### config.mk
export PLATFORM = sky130hd
export DESIGN_NAME = timer_deadline_heap
export DESIGN_NICKNAME = d
export VERILOG_FILES = /design/src/rtl/tdh_pkg.sv /design/src/rtl/tdh_heap.sv /design/src/rtl/timer_deadline_heap.sv
export SDC_FILE = /design/constraint.sdc
export NUM_CORES = 2
export LEC_CHECK = 0
export BUFFER_PORTS_ARGS = -buffer_cell sky130_fd_sc_hd__buf_2
export CORE_MARGIN = 5
export CORE_UTILIZATION = 55
export CTS_CLUSTER_SIZE = 24
export DETAILED_ROUTE_END_ITERATION = 10
export GPL_ROUTABILITY_DRIVEN = 0
export PLACE_DENSITY_LB_ADDON = 0.3
export SLEW_MARGIN = 10
export SYNTH_ARGS = -nofsm -noshare
export SYNTH_HDL_FRONTEND = slang
export SYNTH_SLANG_ARGS = --single-unit
### constraint.sdc
create_clock -name clock -period 6.75 [get_ports clock]
set_input_delay 1.6875 -clock clock [delete_from_list [all_inputs] [get_ports clock]]
set_output_delay 1.6875 -clock clock [all_outputs]
set_load 0.1 [all_outputs]
### src/rtl/tdh_pkg.sv
package tdh_pkg;

   localparam int MAX_TIMERS = 16;
   localparam int IDX_W      = $clog2(MAX_TIMERS);
   localparam int NUM_W      = IDX_W + 1;
   localparam int CNT_W      = 16;
   localparam int CMD_W      = 3;
   localparam int STAT_W     = 2;

   // Command codes
   localparam logic [CMD_W-1:0] CMD_TICK  = 3'd0;
   localparam logic [CMD_W-1:0] CMD_ALLOC = 3'd1;
   localparam logic [CMD_W-1:0] CMD_ARM   = 3'd2;
   localparam logic [CMD_W-1:0] CMD_STOP  = 3'd3;
   localparam logic [CMD_W-1:0] CMD_READ  = 3'd4;

   // Result status codes
   localparam logic [STAT_W-1:0] STAT_OK     = 2'd0;
   localparam logic [STAT_W-1:0] STAT_NOFREE = 2'd1;
   localparam logic [STAT_W-1:0] STAT_BAD    = 2'd2;

   // Slot states
   localparam logic [1:0] SLOT_FREE    = 2'd0;
   localparam logic [1:0] SLOT_STOPPED = 2'd1;
   localparam logic [1:0] SLOT_RUNNING = 2'd2;

   // Heap unit operations
   localparam logic [2:0] HOP_PEEK    = 3'd0;
   localparam logic [2:0] HOP_PUSH    = 3'd1;
   localparam logic [2:0] HOP_POP     = 3'd2;
   localparam logic [2:0] HOP_REPLACE = 3'd3;
   localparam logic [2:0] HOP_REMOVE  = 3'd4;

   typedef struct packed {
      logic [IDX_W-1:0] id;
      logic [CNT_W-1:0] key;
   } entry_type;

   typedef struct packed {
      logic       start;
      logic [2:0] op;
      logic       sel;
      entry_type  entry;
   } heap_req_type;

   typedef struct packed {
      logic      done;
      logic      found;
      entry_type root;
   } heap_rsp_type;

   // Left child of a heap position
   function automatic logic [NUM_W:0] left_child(input logic [IDX_W-1:0] idx);
      left_child = {1'b0, idx, 1'b1};
   endfunction

endpackage

### src/rtl/tdh_heap.sv
module tdh_heap (
   input  logic                 clock,
   input  logic                 reset,
   input  tdh_pkg::heap_req_type heap_req,
   output tdh_pkg::heap_rsp_type heap_rsp
);
   import tdh_pkg::*;

   localparam logic [3:0] H_IDLE   = 4'd0;
   localparam logic [3:0] H_PEEK_W = 4'd1;
   localparam logic [3:0] H_UP     = 4'd2;
   localparam logic [3:0] H_UP_CMP = 4'd3;
   localparam logic [3:0] H_POP    = 4'd4;
   localparam logic [3:0] H_POP_W  = 4'd5;
   localparam logic [3:0] H_DN_L   = 4'd6;
   localparam logic [3:0] H_DN_R   = 4'd7;
   localparam logic [3:0] H_DN_CMP = 4'd8;
   localparam logic [3:0] H_SCAN   = 4'd9;
   localparam logic [3:0] H_LIFT   = 4'd10;
   localparam logic [3:0] H_LIFT_W = 4'd11;
   localparam logic [3:0] H_DONE   = 4'd12;

   // both heaps share one memory, heap select is the top address bit
   entry_type heap_mem_ff [0:2*MAX_TIMERS-1];
   entry_type rdata_ff;

   logic [3:0]       hst_ff, hst_in;
   logic             sel_ff, sel_in;
   entry_type        e_ff, e_in;
   entry_type        l_ff, l_in;
   logic             have_r_ff, have_r_in;
   logic             found_ff, found_in;
   logic [NUM_W-1:0] n_ff, n_in;
   logic [IDX_W-1:0] i_ff, i_in;
   logic [IDX_W-1:0] tgt_ff, tgt_in;
   logic [NUM_W-1:0] cnt_a_ff, cnt_b_ff;

   logic             mem_we, mem_re;
   logic [IDX_W:0]   mem_waddr, mem_raddr;
   entry_type        mem_wdata;
   logic             cnt_we, cnt_wsel;
   logic [NUM_W-1:0] cnt_wval, cnt_req;
   logic [IDX_W-1:0] parent;
   logic [NUM_W:0]   l_idx, r_idx, n_ext;
   logic             use_r;
   entry_type        son;
   logic [IDX_W-1:0] son_idx;

   assign parent  = (i_ff - 1'b1) >> 1;
   assign l_idx   = left_child(i_ff);
   assign r_idx   = l_idx + 1'b1;
   assign n_ext   = {1'b0, n_ff};
   assign cnt_req = heap_req.sel ? cnt_b_ff : cnt_a_ff;
   assign use_r   = have_r_ff && (rdata_ff.key < l_ff.key);
   assign son     = use_r ? rdata_ff : l_ff;
   assign son_idx = use_r ? r_idx[IDX_W-1:0] : l_idx[IDX_W-1:0];

   // sequence one heap operation over the single-port memory
   always_comb begin
      hst_in    = hst_ff;
      sel_in    = sel_ff;
      e_in      = e_ff;
      l_in      = l_ff;
      have_r_in = have_r_ff;
      found_in  = found_ff;
      n_in      = n_ff;
      i_in      = i_ff;
      tgt_in    = tgt_ff;
      mem_we    = 1'b0;
      mem_re    = 1'b0;
      mem_waddr = {sel_ff, i_ff};
      mem_raddr = {sel_ff, i_ff};
      mem_wdata = e_ff;
      cnt_we    = 1'b0;
      cnt_wsel  = sel_ff;
      cnt_wval  = n_ff;
      heap_rsp.done  = 1'b0;
      heap_rsp.found = found_ff;
      heap_rsp.root  = rdata_ff;
      case (hst_ff)
         H_IDLE: begin
            if (heap_req.start) begin
               sel_in   = heap_req.sel;
               e_in     = heap_req.entry;
               tgt_in   = heap_req.entry.id;
               n_in     = cnt_req;
               found_in = 1'b0;
               i_in     = '0;
               case (heap_req.op)
                  HOP_PEEK: begin
                     if (cnt_req == '0) begin
                        hst_in = H_DONE;
                     end else begin
                        mem_re    = 1'b1;
                        mem_raddr = {heap_req.sel, {IDX_W{1'b0}}};
                        hst_in    = H_PEEK_W;
                     end
                  end
                  HOP_PUSH: begin
                     if (cnt_req >= NUM_W'(MAX_TIMERS)) begin
                        hst_in = H_DONE;
                     end else begin
                        i_in     = cnt_req[IDX_W-1:0];
                        n_in     = cnt_req + 1'b1;
                        cnt_we   = 1'b1;
                        cnt_wsel = heap_req.sel;
                        cnt_wval = cnt_req + 1'b1;
                        hst_in   = H_UP;
                     end
                  end
                  HOP_POP: begin
                     if (cnt_req == '0) hst_in = H_DONE;
                     else hst_in = H_POP;
                  end
                  HOP_REPLACE: begin
                     hst_in = H_DN_L;
                  end
                  HOP_REMOVE: begin
                     if (cnt_req == '0) begin
                        hst_in = H_DONE;
                     end else begin
                        mem_re    = 1'b1;
                        mem_raddr = {heap_req.sel, {IDX_W{1'b0}}};
                        hst_in    = H_SCAN;
                     end
                  end
                  default: begin
                     hst_in = H_DONE;
                  end
               endcase
            end
         end
         // nothing to walk: report done in the cycle after start
         H_DONE: begin
            heap_rsp.done = 1'b1;
            hst_in        = H_IDLE;
         end
         H_PEEK_W: begin
            heap_rsp.done  = 1'b1;
            heap_rsp.found = 1'b1;
            hst_in         = H_IDLE;
         end
         // bubble the held entry up toward the root
         H_UP: begin
            if (i_ff == '0) begin
               mem_we        = 1'b1;
               heap_rsp.done = 1'b1;
               hst_in        = H_IDLE;
            end else begin
               mem_re    = 1'b1;
               mem_raddr = {sel_ff, parent};
               hst_in    = H_UP_CMP;
            end
         end
         H_UP_CMP: begin
            mem_we = 1'b1;
            if (rdata_ff.key > e_ff.key) begin
               mem_wdata = rdata_ff;
               i_in      = parent;
               hst_in    = H_UP;
            end else begin
               heap_rsp.done = 1'b1;
               hst_in        = H_IDLE;
            end
         end
         // drop one entry, move the last one to the root
         H_POP: begin
            n_in     = n_ff - 1'b1;
            cnt_we   = 1'b1;
            cnt_wval = n_ff - 1'b1;
            if (n_ff == NUM_W'(1)) begin
               heap_rsp.done = 1'b1;
               hst_in        = H_IDLE;
            end else begin
               mem_re    = 1'b1;
               mem_raddr = {sel_ff, IDX_W'(n_ff - 1'b1)};
               hst_in    = H_POP_W;
            end
         end
         H_POP_W: begin
            e_in   = rdata_ff;
            i_in   = '0;
            hst_in = H_DN_L;
         end
         // sift the held entry down: read left, then right child
         H_DN_L: begin
            if (l_idx >= n_ext) begin
               mem_we        = 1'b1;
               heap_rsp.done = 1'b1;
               hst_in        = H_IDLE;
            end else begin
               mem_re    = 1'b1;
               mem_raddr = {sel_ff, l_idx[IDX_W-1:0]};
               hst_in    = H_DN_R;
            end
         end
         H_DN_R: begin
            l_in = rdata_ff;
            if (r_idx < n_ext) begin
               mem_re    = 1'b1;
               mem_raddr = {sel_ff, r_idx[IDX_W-1:0]};
               have_r_in = 1'b1;
            end else begin
               have_r_in = 1'b0;
            end
            hst_in = H_DN_CMP;
         end
         H_DN_CMP: begin
            mem_we = 1'b1;
            if (son.key < e_ff.key) begin
               mem_wdata = son;
               i_in      = son_idx;
               hst_in    = H_DN_L;
            end else begin
               heap_rsp.done = 1'b1;
               hst_in        = H_IDLE;
            end
         end
         // look for the target slot one position a cycle
         H_SCAN: begin
            if (rdata_ff.id == tgt_ff) begin
               found_in = 1'b1;
               hst_in   = H_LIFT;
            end else if (({1'b0, i_ff} + 1'b1) >= n_ff) begin
               heap_rsp.done = 1'b1;
               hst_in        = H_IDLE;
            end else begin
               i_in      = i_ff + 1'b1;
               mem_re    = 1'b1;
               mem_raddr = {sel_ff, IDX_W'(i_ff + 1'b1)};
            end
         end
         // shift the path above the target down by one, then pop the root
         H_LIFT: begin
            if (i_ff == '0) begin
               hst_in = H_POP;
            end else begin
               mem_re    = 1'b1;
               mem_raddr = {sel_ff, parent};
               hst_in    = H_LIFT_W;
            end
         end
         H_LIFT_W: begin
            mem_we    = 1'b1;
            mem_wdata = rdata_ff;
            i_in      = parent;
            hst_in    = H_LIFT;
         end
         default: begin
            hst_in = H_IDLE;
         end
      endcase
   end

   always_ff @(posedge clock) begin
      if (mem_we) heap_mem_ff[mem_waddr] <= mem_wdata;
      if (mem_re) rdata_ff <= heap_mem_ff[mem_raddr];
   end

   always_ff @(posedge clock) begin
      if (reset) begin
         hst_ff   <= H_IDLE;
         cnt_a_ff <= '0;
         cnt_b_ff <= '0;
      end else begin
         hst_ff <= hst_in;
         if (cnt_we && !cnt_wsel) cnt_a_ff <= cnt_wval;
         if (cnt_we && cnt_wsel)  cnt_b_ff <= cnt_wval;
      end
   end

   always_ff @(posedge clock) begin
      sel_ff    <= sel_in;
      e_ff      <= e_in;
      l_ff      <= l_in;
      have_r_ff <= have_r_in;
      found_ff  <= found_in;
      n_ff      <= n_in;
      i_ff      <= i_in;
      tgt_ff    <= tgt_in;
   end

endmodule

### src/rtl/timer_deadline_heap.sv
// Soft-timer engine for 16 timer slots on a 16-bit tick counter. Deadlines live
// in two binary min-heaps (this counter epoch and the next) that share one
// single-port heap memory, walked by one heap unit; that memory port sets the
// pace. A command occupies the block from acceptance to its result. Read and
// rejected commands walk no heap; allocate with a delay and arm push and sift
// the entry up; arm or stop of a running timer first scans for its position
// and removes it. A tick peeks the current root and handles each expired timer
// in turn; it gives one result beat per expiry (none when nothing is due). A
// result waits in an output register; the next result loads once it is taken.
module timer_deadline_heap (
   input  logic                       clock,
   input  logic                       reset,
   input  logic                       req_valid,
   output logic                       req_stall,
   input  logic [tdh_pkg::CMD_W-1:0]  req_cmd,
   input  logic [tdh_pkg::IDX_W-1:0]  req_timer_id,
   input  logic [tdh_pkg::CNT_W-1:0]  req_delay,
   input  logic [tdh_pkg::CNT_W-1:0]  req_reload,
   input  logic                       req_delete_flag,
   output logic                       rsp_valid,
   input  logic                       rsp_stall,
   output logic [tdh_pkg::STAT_W-1:0] rsp_status,
   output logic [tdh_pkg::IDX_W-1:0]  rsp_result_id,
   output logic [tdh_pkg::CNT_W-1:0]  rsp_remaining,
   output logic                       rsp_expired,
   output logic                       rsp_last
);
   import tdh_pkg::*;

   localparam logic [3:0] S_IDLE      = 4'd0;
   localparam logic [3:0] S_PEEK      = 4'd1;
   localparam logic [3:0] S_PEEK_W    = 4'd2;
   localparam logic [3:0] S_EMIT_MID  = 4'd3;
   localparam logic [3:0] S_EXP       = 4'd4;
   localparam logic [3:0] S_EXP_W     = 4'd5;
   localparam logic [3:0] S_EXP_POP   = 4'd6;
   localparam logic [3:0] S_EXP_POP_W = 4'd7;
   localparam logic [3:0] S_UNARM_C   = 4'd8;
   localparam logic [3:0] S_UNARM_CW  = 4'd9;
   localparam logic [3:0] S_UNARM_F   = 4'd10;
   localparam logic [3:0] S_UNARM_FW  = 4'd11;
   localparam logic [3:0] S_ARM       = 4'd12;
   localparam logic [3:0] S_ARM_W     = 4'd13;
   localparam logic [3:0] S_STOP_FIN  = 4'd14;
   localparam logic [3:0] S_RESP      = 4'd15;

   logic [3:0]        st_ff, st_in;
   logic [IDX_W-1:0]  tid_ff, tid_in;
   logic [CNT_W-1:0]  delay_ff, delay_in;
   logic              del_ff, del_in;
   logic              after_stop_ff, after_stop_in;
   logic [CNT_W-1:0]  tick_ff, tick_in;
   logic              a_cur_ff, a_cur_in;
   logic [1:0]        slot_ff [0:MAX_TIMERS-1];
   logic [CNT_W-1:0]  deadline_ff [0:MAX_TIMERS-1];
   logic [CNT_W-1:0]  reload_mem_ff [0:MAX_TIMERS-1];
   logic [STAT_W-1:0] res_status_ff, res_status_in;
   logic [IDX_W-1:0]  res_id_ff, res_id_in;
   logic [CNT_W-1:0]  res_rem_ff, res_rem_in;
   logic              res_exp_ff, res_exp_in;
   logic              pend_ff, pend_in;
   logic [NUM_W-1:0]  out_cnt_ff, out_cnt_in;
   entry_type         root_ff, root_in;

   logic              rsp_valid_ff, rsp_valid_in;
   logic [STAT_W-1:0] rsp_status_ff;
   logic [IDX_W-1:0]  rsp_id_ff;
   logic [CNT_W-1:0]  rsp_rem_ff;
   logic              rsp_exp_ff, rsp_last_ff;
   logic              rsp_load, rsp_load_last;

   logic              slot_we;
   logic [IDX_W-1:0]  slot_waddr;
   logic [1:0]        slot_wdata;
   logic              dl_we;
   logic [IDX_W-1:0]  dl_waddr;
   logic [CNT_W-1:0]  dl_wdata;
   logic              rl_we;

   logic              free_any;
   logic [IDX_W-1:0]  free_id;
   logic              cur_sel, fut_sel, out_free, id_ok, id_run;
   logic [CNT_W:0]    arm_sum, exp_sum;
   logic [CNT_W-1:0]  exp_reload;

   heap_req_type      heap_req;
   heap_rsp_type      heap_rsp;

   tdh_heap u_heap (
      .clock    (clock),
      .reset    (reset),
      .heap_req (heap_req),
      .heap_rsp (heap_rsp)
   );

   assign cur_sel    = ~a_cur_ff;
   assign fut_sel    = a_cur_ff;
   assign out_free   = !rsp_valid_ff || !rsp_stall;
   assign id_ok      = slot_ff[req_timer_id] != SLOT_FREE;
   assign id_run     = slot_ff[req_timer_id] == SLOT_RUNNING;
   assign arm_sum    = {1'b0, tick_ff} + {1'b0, delay_ff};
   assign exp_reload = reload_mem_ff[root_ff.id];
   assign exp_sum    = {1'b0, tick_ff} + {1'b0, exp_reload};

   // find the lowest free slot
   always_comb begin
      free_any = 1'b0;
      free_id  = '0;
      for (int k = MAX_TIMERS - 1; k >= 0; k--) begin
         if (slot_ff[k] == SLOT_FREE) begin
            free_any = 1'b1;
            free_id  = IDX_W'(k);
         end
      end
   end

   // command sequencer
   always_comb begin
      st_in         = st_ff;
      tid_in        = tid_ff;
      delay_in      = delay_ff;
      del_in        = del_ff;
      after_stop_in = after_stop_ff;
      tick_in       = tick_ff;
      a_cur_in      = a_cur_ff;
      res_status_in = res_status_ff;
      res_id_in     = res_id_ff;
      res_rem_in    = res_rem_ff;
      res_exp_in    = res_exp_ff;
      pend_in       = pend_ff;
      out_cnt_in    = out_cnt_ff;
      root_in       = root_ff;
      rsp_load      = 1'b0;
      rsp_load_last = 1'b1;
      slot_we       = 1'b0;
      slot_waddr    = tid_ff;
      slot_wdata    = SLOT_RUNNING;
      dl_we         = 1'b0;
      dl_waddr      = tid_ff;
      dl_wdata      = arm_sum[CNT_W-1:0];
      rl_we         = 1'b0;
      heap_req.start = 1'b0;
      heap_req.op    = HOP_PEEK;
      heap_req.sel   = cur_sel;
      heap_req.entry = '{id: tid_ff, key: arm_sum[CNT_W-1:0]};
      case (st_ff)
         S_IDLE: begin
            if (req_valid) begin
               tid_in        = req_timer_id;
               delay_in      = req_delay;
               del_in        = req_delete_flag;
               res_status_in = STAT_BAD;
               res_id_in     = req_timer_id;
               res_rem_in    = '0;
               res_exp_in    = 1'b0;
               st_in         = S_RESP;
               case (req_cmd)
                  CMD_TICK: begin
                     tick_in    = tick_ff + 1'b1;
                     if (tick_ff == {CNT_W{1'b1}}) a_cur_in = ~a_cur_ff;
                     pend_in    = 1'b0;
                     out_cnt_in = '0;
                     st_in      = S_PEEK;
                  end
                  CMD_ALLOC: begin
                     if (!free_any) begin
                        res_status_in = STAT_NOFREE;
                        res_id_in     = '0;
                     end else begin
                        slot_we       = 1'b1;
                        slot_waddr    = free_id;
                        slot_wdata    = SLOT_STOPPED;
                        rl_we         = 1'b1;
                        tid_in        = free_id;
                        res_status_in = STAT_OK;
                        res_id_in     = free_id;
                        if (req_delay != '0) st_in = S_ARM;
                     end
                  end
                  CMD_ARM: begin
                     if (id_ok && req_delay != '0) begin
                        rl_we         = 1'b1;
                        res_status_in = STAT_OK;
                        after_stop_in = 1'b0;
                        st_in         = id_run ? S_UNARM_C : S_ARM;
                     end
                  end
                  CMD_STOP: begin
                     if (id_ok) begin
                        res_status_in = STAT_OK;
                        after_stop_in = 1'b1;
                        st_in         = id_run ? S_UNARM_C : S_STOP_FIN;
                     end
                  end
                  CMD_READ: begin
                     if (id_ok) begin
                        res_status_in = STAT_OK;
                        if (id_run) res_rem_in = deadline_ff[req_timer_id] - tick_ff;
                     end
                  end
                  default: begin
                     res_status_in = STAT_BAD;
                  end
               endcase
            end
         end
         // arm: deadline past the counter top goes to the next epoch
         S_ARM: begin
            dl_we          = 1'b1;
            slot_we        = 1'b1;
            slot_wdata     = SLOT_RUNNING;
            heap_req.start = 1'b1;
            heap_req.op    = HOP_PUSH;
            heap_req.sel   = arm_sum[CNT_W] ? fut_sel : cur_sel;
            st_in          = S_ARM_W;
         end
         S_ARM_W: begin
            if (heap_rsp.done) st_in = S_RESP;
         end
         // take a running timer out of whichever heap holds it
         S_UNARM_C: begin
            heap_req.start = 1'b1;
            heap_req.op    = HOP_REMOVE;
            st_in          = S_UNARM_CW;
         end
         S_UNARM_CW: begin
            if (heap_rsp.done) begin
               if (!heap_rsp.found) st_in = S_UNARM_F;
               else st_in = after_stop_ff ? S_STOP_FIN : S_ARM;
            end
         end
         S_UNARM_F: begin
            heap_req.start = 1'b1;
            heap_req.op    = HOP_REMOVE;
            heap_req.sel   = fut_sel;
            st_in          = S_UNARM_FW;
         end
         S_UNARM_FW: begin
            if (heap_rsp.done) st_in = after_stop_ff ? S_STOP_FIN : S_ARM;
         end
         S_STOP_FIN: begin
            slot_we    = 1'b1;
            slot_wdata = del_ff ? SLOT_FREE : SLOT_STOPPED;
            st_in      = S_RESP;
         end
         // tick: look at the current root
         S_PEEK: begin
            heap_req.start = 1'b1;
            heap_req.op    = HOP_PEEK;
            st_in          = S_PEEK_W;
         end
         S_PEEK_W: begin
            if (heap_rsp.done) begin
               root_in = heap_rsp.root;
               if (heap_rsp.found && heap_rsp.root.key <= tick_ff &&
                   out_cnt_ff < NUM_W'(MAX_TIMERS)) begin
                  st_in = pend_ff ? S_EMIT_MID : S_EXP;
               end else begin
                  st_in = pend_ff ? S_RESP : S_IDLE;
               end
            end
         end
         // another expiry follows, so the held one is not the last beat
         S_EMIT_MID: begin
            if (out_free) begin
               rsp_load      = 1'b1;
               rsp_load_last = 1'b0;
               st_in         = S_EXP;
            end
         end
         // report the root and re-arm or free it
         S_EXP: begin
            pend_in        = 1'b1;
            out_cnt_in     = out_cnt_ff + 1'b1;
            res_status_in  = STAT_OK;
            res_id_in      = root_ff.id;
            res_rem_in     = '0;
            res_exp_in     = 1'b1;
            heap_req.start = 1'b1;
            heap_req.entry = '{id: root_ff.id, key: exp_sum[CNT_W-1:0]};
            if (exp_reload != '0) begin
               dl_we    = 1'b1;
               dl_waddr = root_ff.id;
               dl_wdata = exp_sum[CNT_W-1:0];
               if (exp_sum[CNT_W]) begin
                  heap_req.op  = HOP_PUSH;
                  heap_req.sel = fut_sel;
                  st_in        = S_EXP_W;
               end else begin
                  heap_req.op = HOP_REPLACE;
                  st_in       = S_EXP_POP_W;
               end
            end else begin
               slot_we     = 1'b1;
               slot_waddr  = root_ff.id;
               slot_wdata  = SLOT_FREE;
               heap_req.op = HOP_POP;
               st_in       = S_EXP_POP_W;
            end
         end
         S_EXP_W: begin
            if (heap_rsp.done) st_in = S_EXP_POP;
         end
         S_EXP_POP: begin
            heap_req.start = 1'b1;
            heap_req.op    = HOP_POP;
            st_in          = S_EXP_POP_W;
         end
         S_EXP_POP_W: begin
            if (heap_rsp.done) st_in = S_PEEK;
         end
         S_RESP: begin
            if (out_free) begin
               rsp_load = 1'b1;
               st_in    = S_IDLE;
            end
         end
         default: begin
            st_in = S_IDLE;
         end
      endcase
   end

   // hold the result beat until taken
   assign rsp_valid_in = rsp_load ? 1'b1 : (rsp_valid_ff && rsp_stall);

   always_ff @(posedge clock) begin
      if (reset) begin
         st_ff        <= S_IDLE;
         tick_ff      <= '0;
         a_cur_ff     <= 1'b1;
         pend_ff      <= 1'b0;
         rsp_valid_ff <= 1'b0;
         for (int k = 0; k < MAX_TIMERS; k++) slot_ff[k] <= SLOT_FREE;
      end else begin
         st_ff        <= st_in;
         tick_ff      <= tick_in;
         a_cur_ff     <= a_cur_in;
         pend_ff      <= pend_in;
         rsp_valid_ff <= rsp_valid_in;
         if (slot_we) slot_ff[slot_waddr] <= slot_wdata;
      end
   end

   always_ff @(posedge clock) begin
      tid_ff        <= tid_in;
      delay_ff      <= delay_in;
      del_ff        <= del_in;
      after_stop_ff <= after_stop_in;
      res_status_ff <= res_status_in;
      res_id_ff     <= res_id_in;
      res_rem_ff    <= res_rem_in;
      res_exp_ff    <= res_exp_in;
      out_cnt_ff    <= out_cnt_in;
      root_ff       <= root_in;
      if (dl_we) deadline_ff[dl_waddr] <= dl_wdata;
      if (rl_we) reload_mem_ff[tid_in] <= req_reload;
      if (rsp_load) begin
         rsp_status_ff <= res_status_ff;
         rsp_id_ff     <= res_id_ff;
         rsp_rem_ff    <= res_rem_ff;
         rsp_exp_ff    <= res_exp_ff;
         rsp_last_ff   <= rsp_load_last;
      end
   end

   assign req_stall     = st_ff != S_IDLE;
   assign rsp_valid     = rsp_valid_ff;
   assign rsp_status    = rsp_status_ff;
   assign rsp_result_id = rsp_id_ff;
   assign rsp_remaining = rsp_rem_ff;
   assign rsp_expired   = rsp_exp_ff;
   assign rsp_last      = rsp_last_ff;

endmodule

==> flow_metrics.env <==
export IMPL_status="finished, final reports clean"
export IMPL_fp_dieW_um=340
export IMPL_worst_path_max_delay_cell="mux4_2"
export IMPL_power_density_nw_per_um2=481
export IMPL_finalSetupViolCount=0
export IMPL_syn_nets=4332
export IMPL_worst_path_largest_cell_delay_ps=490
export IMPL_finalNetCount=4668
export IMPL_irDropWorstVdd_mv=0.349
export IMPL_hold_buffers=0
export IMPL_ioPinCount=70
export IMPL_synth_flop_cell="edfxtp_1"
export IMPL_vias_per_cell=6.40
export IMPL_grt_max_degree=56
export IMPL_antenna_found_initial=9
export IMPL_ant_nets=0
export IMPL_drt_total_wl_um=161000
export IMPL_critPathLaunchType="register"
export IMPL_grt_pass1_wl_um=234000
export IMPL_max_clock_path_buffers=3
export IMPL_final_common_cell="edfxtp_1"
export IMPL_worstSetupPathType="register to register"
export IMPL_die_area_um2=116000
export IMPL_drv_slew=0
export IMPL_endpoint_kind="register"
export IMPL_mostFrequentLayoutCells="edfxtp_1 (1334), nand2_1 (663), buf_4 (259)"
export IMPL_tightest_slew_ps=1340
export IMPL_grt_use_total_pct=27.1
export IMPL_place_area_um2=63900
export IMPL_timing_fmax_mhz=151
export IMPL_synth_distinct_cells=86
export IMPL_firstDrtPassIters=6
export IMPL_start_util_pct=55.2
export IMPL_hp_class="register to register"
export IMPL_routedWlPerCell_um=26.8
export IMPL_hpwl_um=103000
export IMPL_dpl_cell_count=5714
export IMPL_critPathRequiredTime_ps=7310
export IMPL_slew_headroom_pct=10.8
export IMPL_port_buffers=69
export IMPL_insertion_delay_ps=760
export IMPL_grt_pass1_vias=36300
export IMPL_p_leak_uw=0.0242
export IMPL_synth_area_leaders="edfxtp_1 (67%), mux4_2 (5.8%), nand2_1 (4.2%), ha_1 (2.8%), mux2i_1 (1.9%)"
export IMPL_cts_tree="done"
export IMPL_ys_warn_count=0
export IMPL_hold_viol_final=0
export IMPL_drc=0
export IMPL_synthCells=4150
export IMPL_path_clk_slew_ps=60
export IMPL_numCtsBuffers=139
export IMPL_drv_cap=0
export IMPL_tns_ps=0
export IMPL_timing_final_crit_share_pct=98.3
export IMPL_vias=38400
export IMPL_cp_max_fo=12
export IMPL_h_tree_depth=4
export IMPL_drt_first_iter_violations=4810
export IMPL_die_y_um=340
export IMPL_final_cell_area_um2=69300
export IMPL_clock_skew_ps=29.5
export IMPL_worst_slack_ps=113
export IMPL_critPathMostFrequentCell="buf_4"
export IMPL_cp_arrival_ps=7200
export IMPL_period_minus_slack_ps=6640
export IMPL_synth_top_area_cell="edfxtp_1"
export IMPL_synthesis_area_um2=59900
export IMPL_synth_edff_count=1334
export IMPL_clockRootBuffer="clkbuf_16"
export IMPL_grt_overflow_total=0
export IMPL_synth_top_cell_area_share_pct=66.9
export IMPL_fp_row_count=121
export IMPL_pre_cts_ws_ps=-392
export IMPL_postSynthAreaPerCell_um2=14.4
export IMPL_stdcell_count=6008
export IMPL_drive_gt1_share_pct=19.9
export IMPL_cts_sinks=1379
export IMPL_ys_seq_area_share_pct=68.4
export IMPL_ys_seq_elements=1379
export IMPL_coreArea_um2=109000
export IMPL_async_flop_share_pct=0
export IMPL_syn_to_final_growth_pct=15.8
-- power by group --
group / switching, µW / internal [µW]
clock network: 3240 / 4170
logic: 9000 / 5110
registers: 604 / 11200
-- path summary, 6_finish.rpt --
check	start	endpoint	depth (start not counted)	slack, ps
worst max-delay path	register	u_heap.heap_rsp[11]$_DFFE_PP_	31	110
worst min-delay path	res_rem_ff[8]$_SDFFCE_PP0P_	rsp_remaining[8]$_DFFE_PP_	0	420
worst max register to register	register	u_heap.heap_rsp[11]$_DFFE_PP_	31	110
worst min register to register	res_rem_ff[8]$_SDFFCE_PP0P_	rsp_remaining[8]$_DFFE_PP_	0	420
-- state kept, by name, summed over array words and instances (netlist names), 5 cells and up, named ones only --
name,cells
u_heap.cnt_a_ff,5
deadline_ff,256
tick_ff,16
rsp_remaining,16
u_heap.l_ff,20
res_rem_ff,16
reload_mem_ff,256
u_heap.n_ff,5
u_heap.heap_rsp,20
u_heap.e_ff,20
u_heap.heap_mem_ff,640
out_cnt_ff,5
slot_ff,32
delay_ff,16
u_heap.cnt_b_ff,5
-- cell usage after synthesis (17+ instances only) --
master / n
a311oi_1: 22
edfxtp_1: 1334
inv_1: 112
a221o_1: 18
mux2i_1: 116
dfxtp_1: 45
nand3_1: 111
o21bai_1: 25
a22oi_1: 37
ha_1: 135
nor3_1: 44
mux4_2: 154
nand2_1: 673
buf_1: 24
a32oi_1: 95
o21a_1: 23
a211oi_1: 17
a21o_1: 40
o21ai_0: 103
nor2b_1: 44
o211ai_1: 48
buf_2: 40
nor2_1: 248
xor2_1: 20
a31oi_1: 47
clkbuf_1: 112
a21oi_1: 110
nand2b_1: 34
nand4_1: 45
mux2_2: 17
xnor2_1: 42
and2_1: 18
-- area by class of cell --
class                           instances  area [µm²]
Antenna cell                            3        7.51
Clock buffer                          170        3640
Clock inverter                         76         689
Fill cell                            7457       39200
Inverter                              116         440
Multi-Input combinational cell       2460       18200
Sequential cell                      1379       41000
Tap cell                             1414        1770
Timing Repair Buffer                  390        3570
-- worst max-delay path: cells and delay by family (launching register included) --
family,cells,cell delay [ps]
muxes,4,1080
buffers and inverters,10,1410
AOI/OAI and AO/OA,10,2070
and+or+nand+nor,5,990
DFF,1,430
adders and majority gates,2,440
-- metrics by stage --
stage / utilization (%) / power, µW / hold WS [ps]
floorplan: - / 19000 / 400
global placement: 58.9 / 24600 / 402
detailed placement: 58.9 / 24800 / 405
CTS: 62.9 / 32400 / 419
global route: 63.9 / 34600 / 424
finish: 63.9 / 33300 / 418
-- per-layer routing --
layer  up-vias  track usage, %  part of all wire (%)
met4         8            8.30                   3.0
met3       303            5.18                    11
met2      2280            42.7                    47
li1      16700               -                     -
met1     19200            38.8                    39
met5         -               0                 0.032
-- timing repair --
| item | in CTS | in global routing |
|---|---|---|
| endpoints found under the setup margin | 20 | 20 |
| resized for setup | 10 | 82 |
| pin swaps | 2 | 32 |
| buffers inserted | 0 | 39 |
| cloned | 1 | 8 |
-- kinds of logic after synthesis --
group           after synthesis  synth area share [%]
compound gates              672                  7.95
xor+xnor                     62                 0.907
buf+inv                     311                  2.21
simple gates               1300                  9.54
fa+ha+maj                   138                  2.92
flops                      1379                  68.4
mux                         288                  8.08
(Power assumes the default switching activity.)
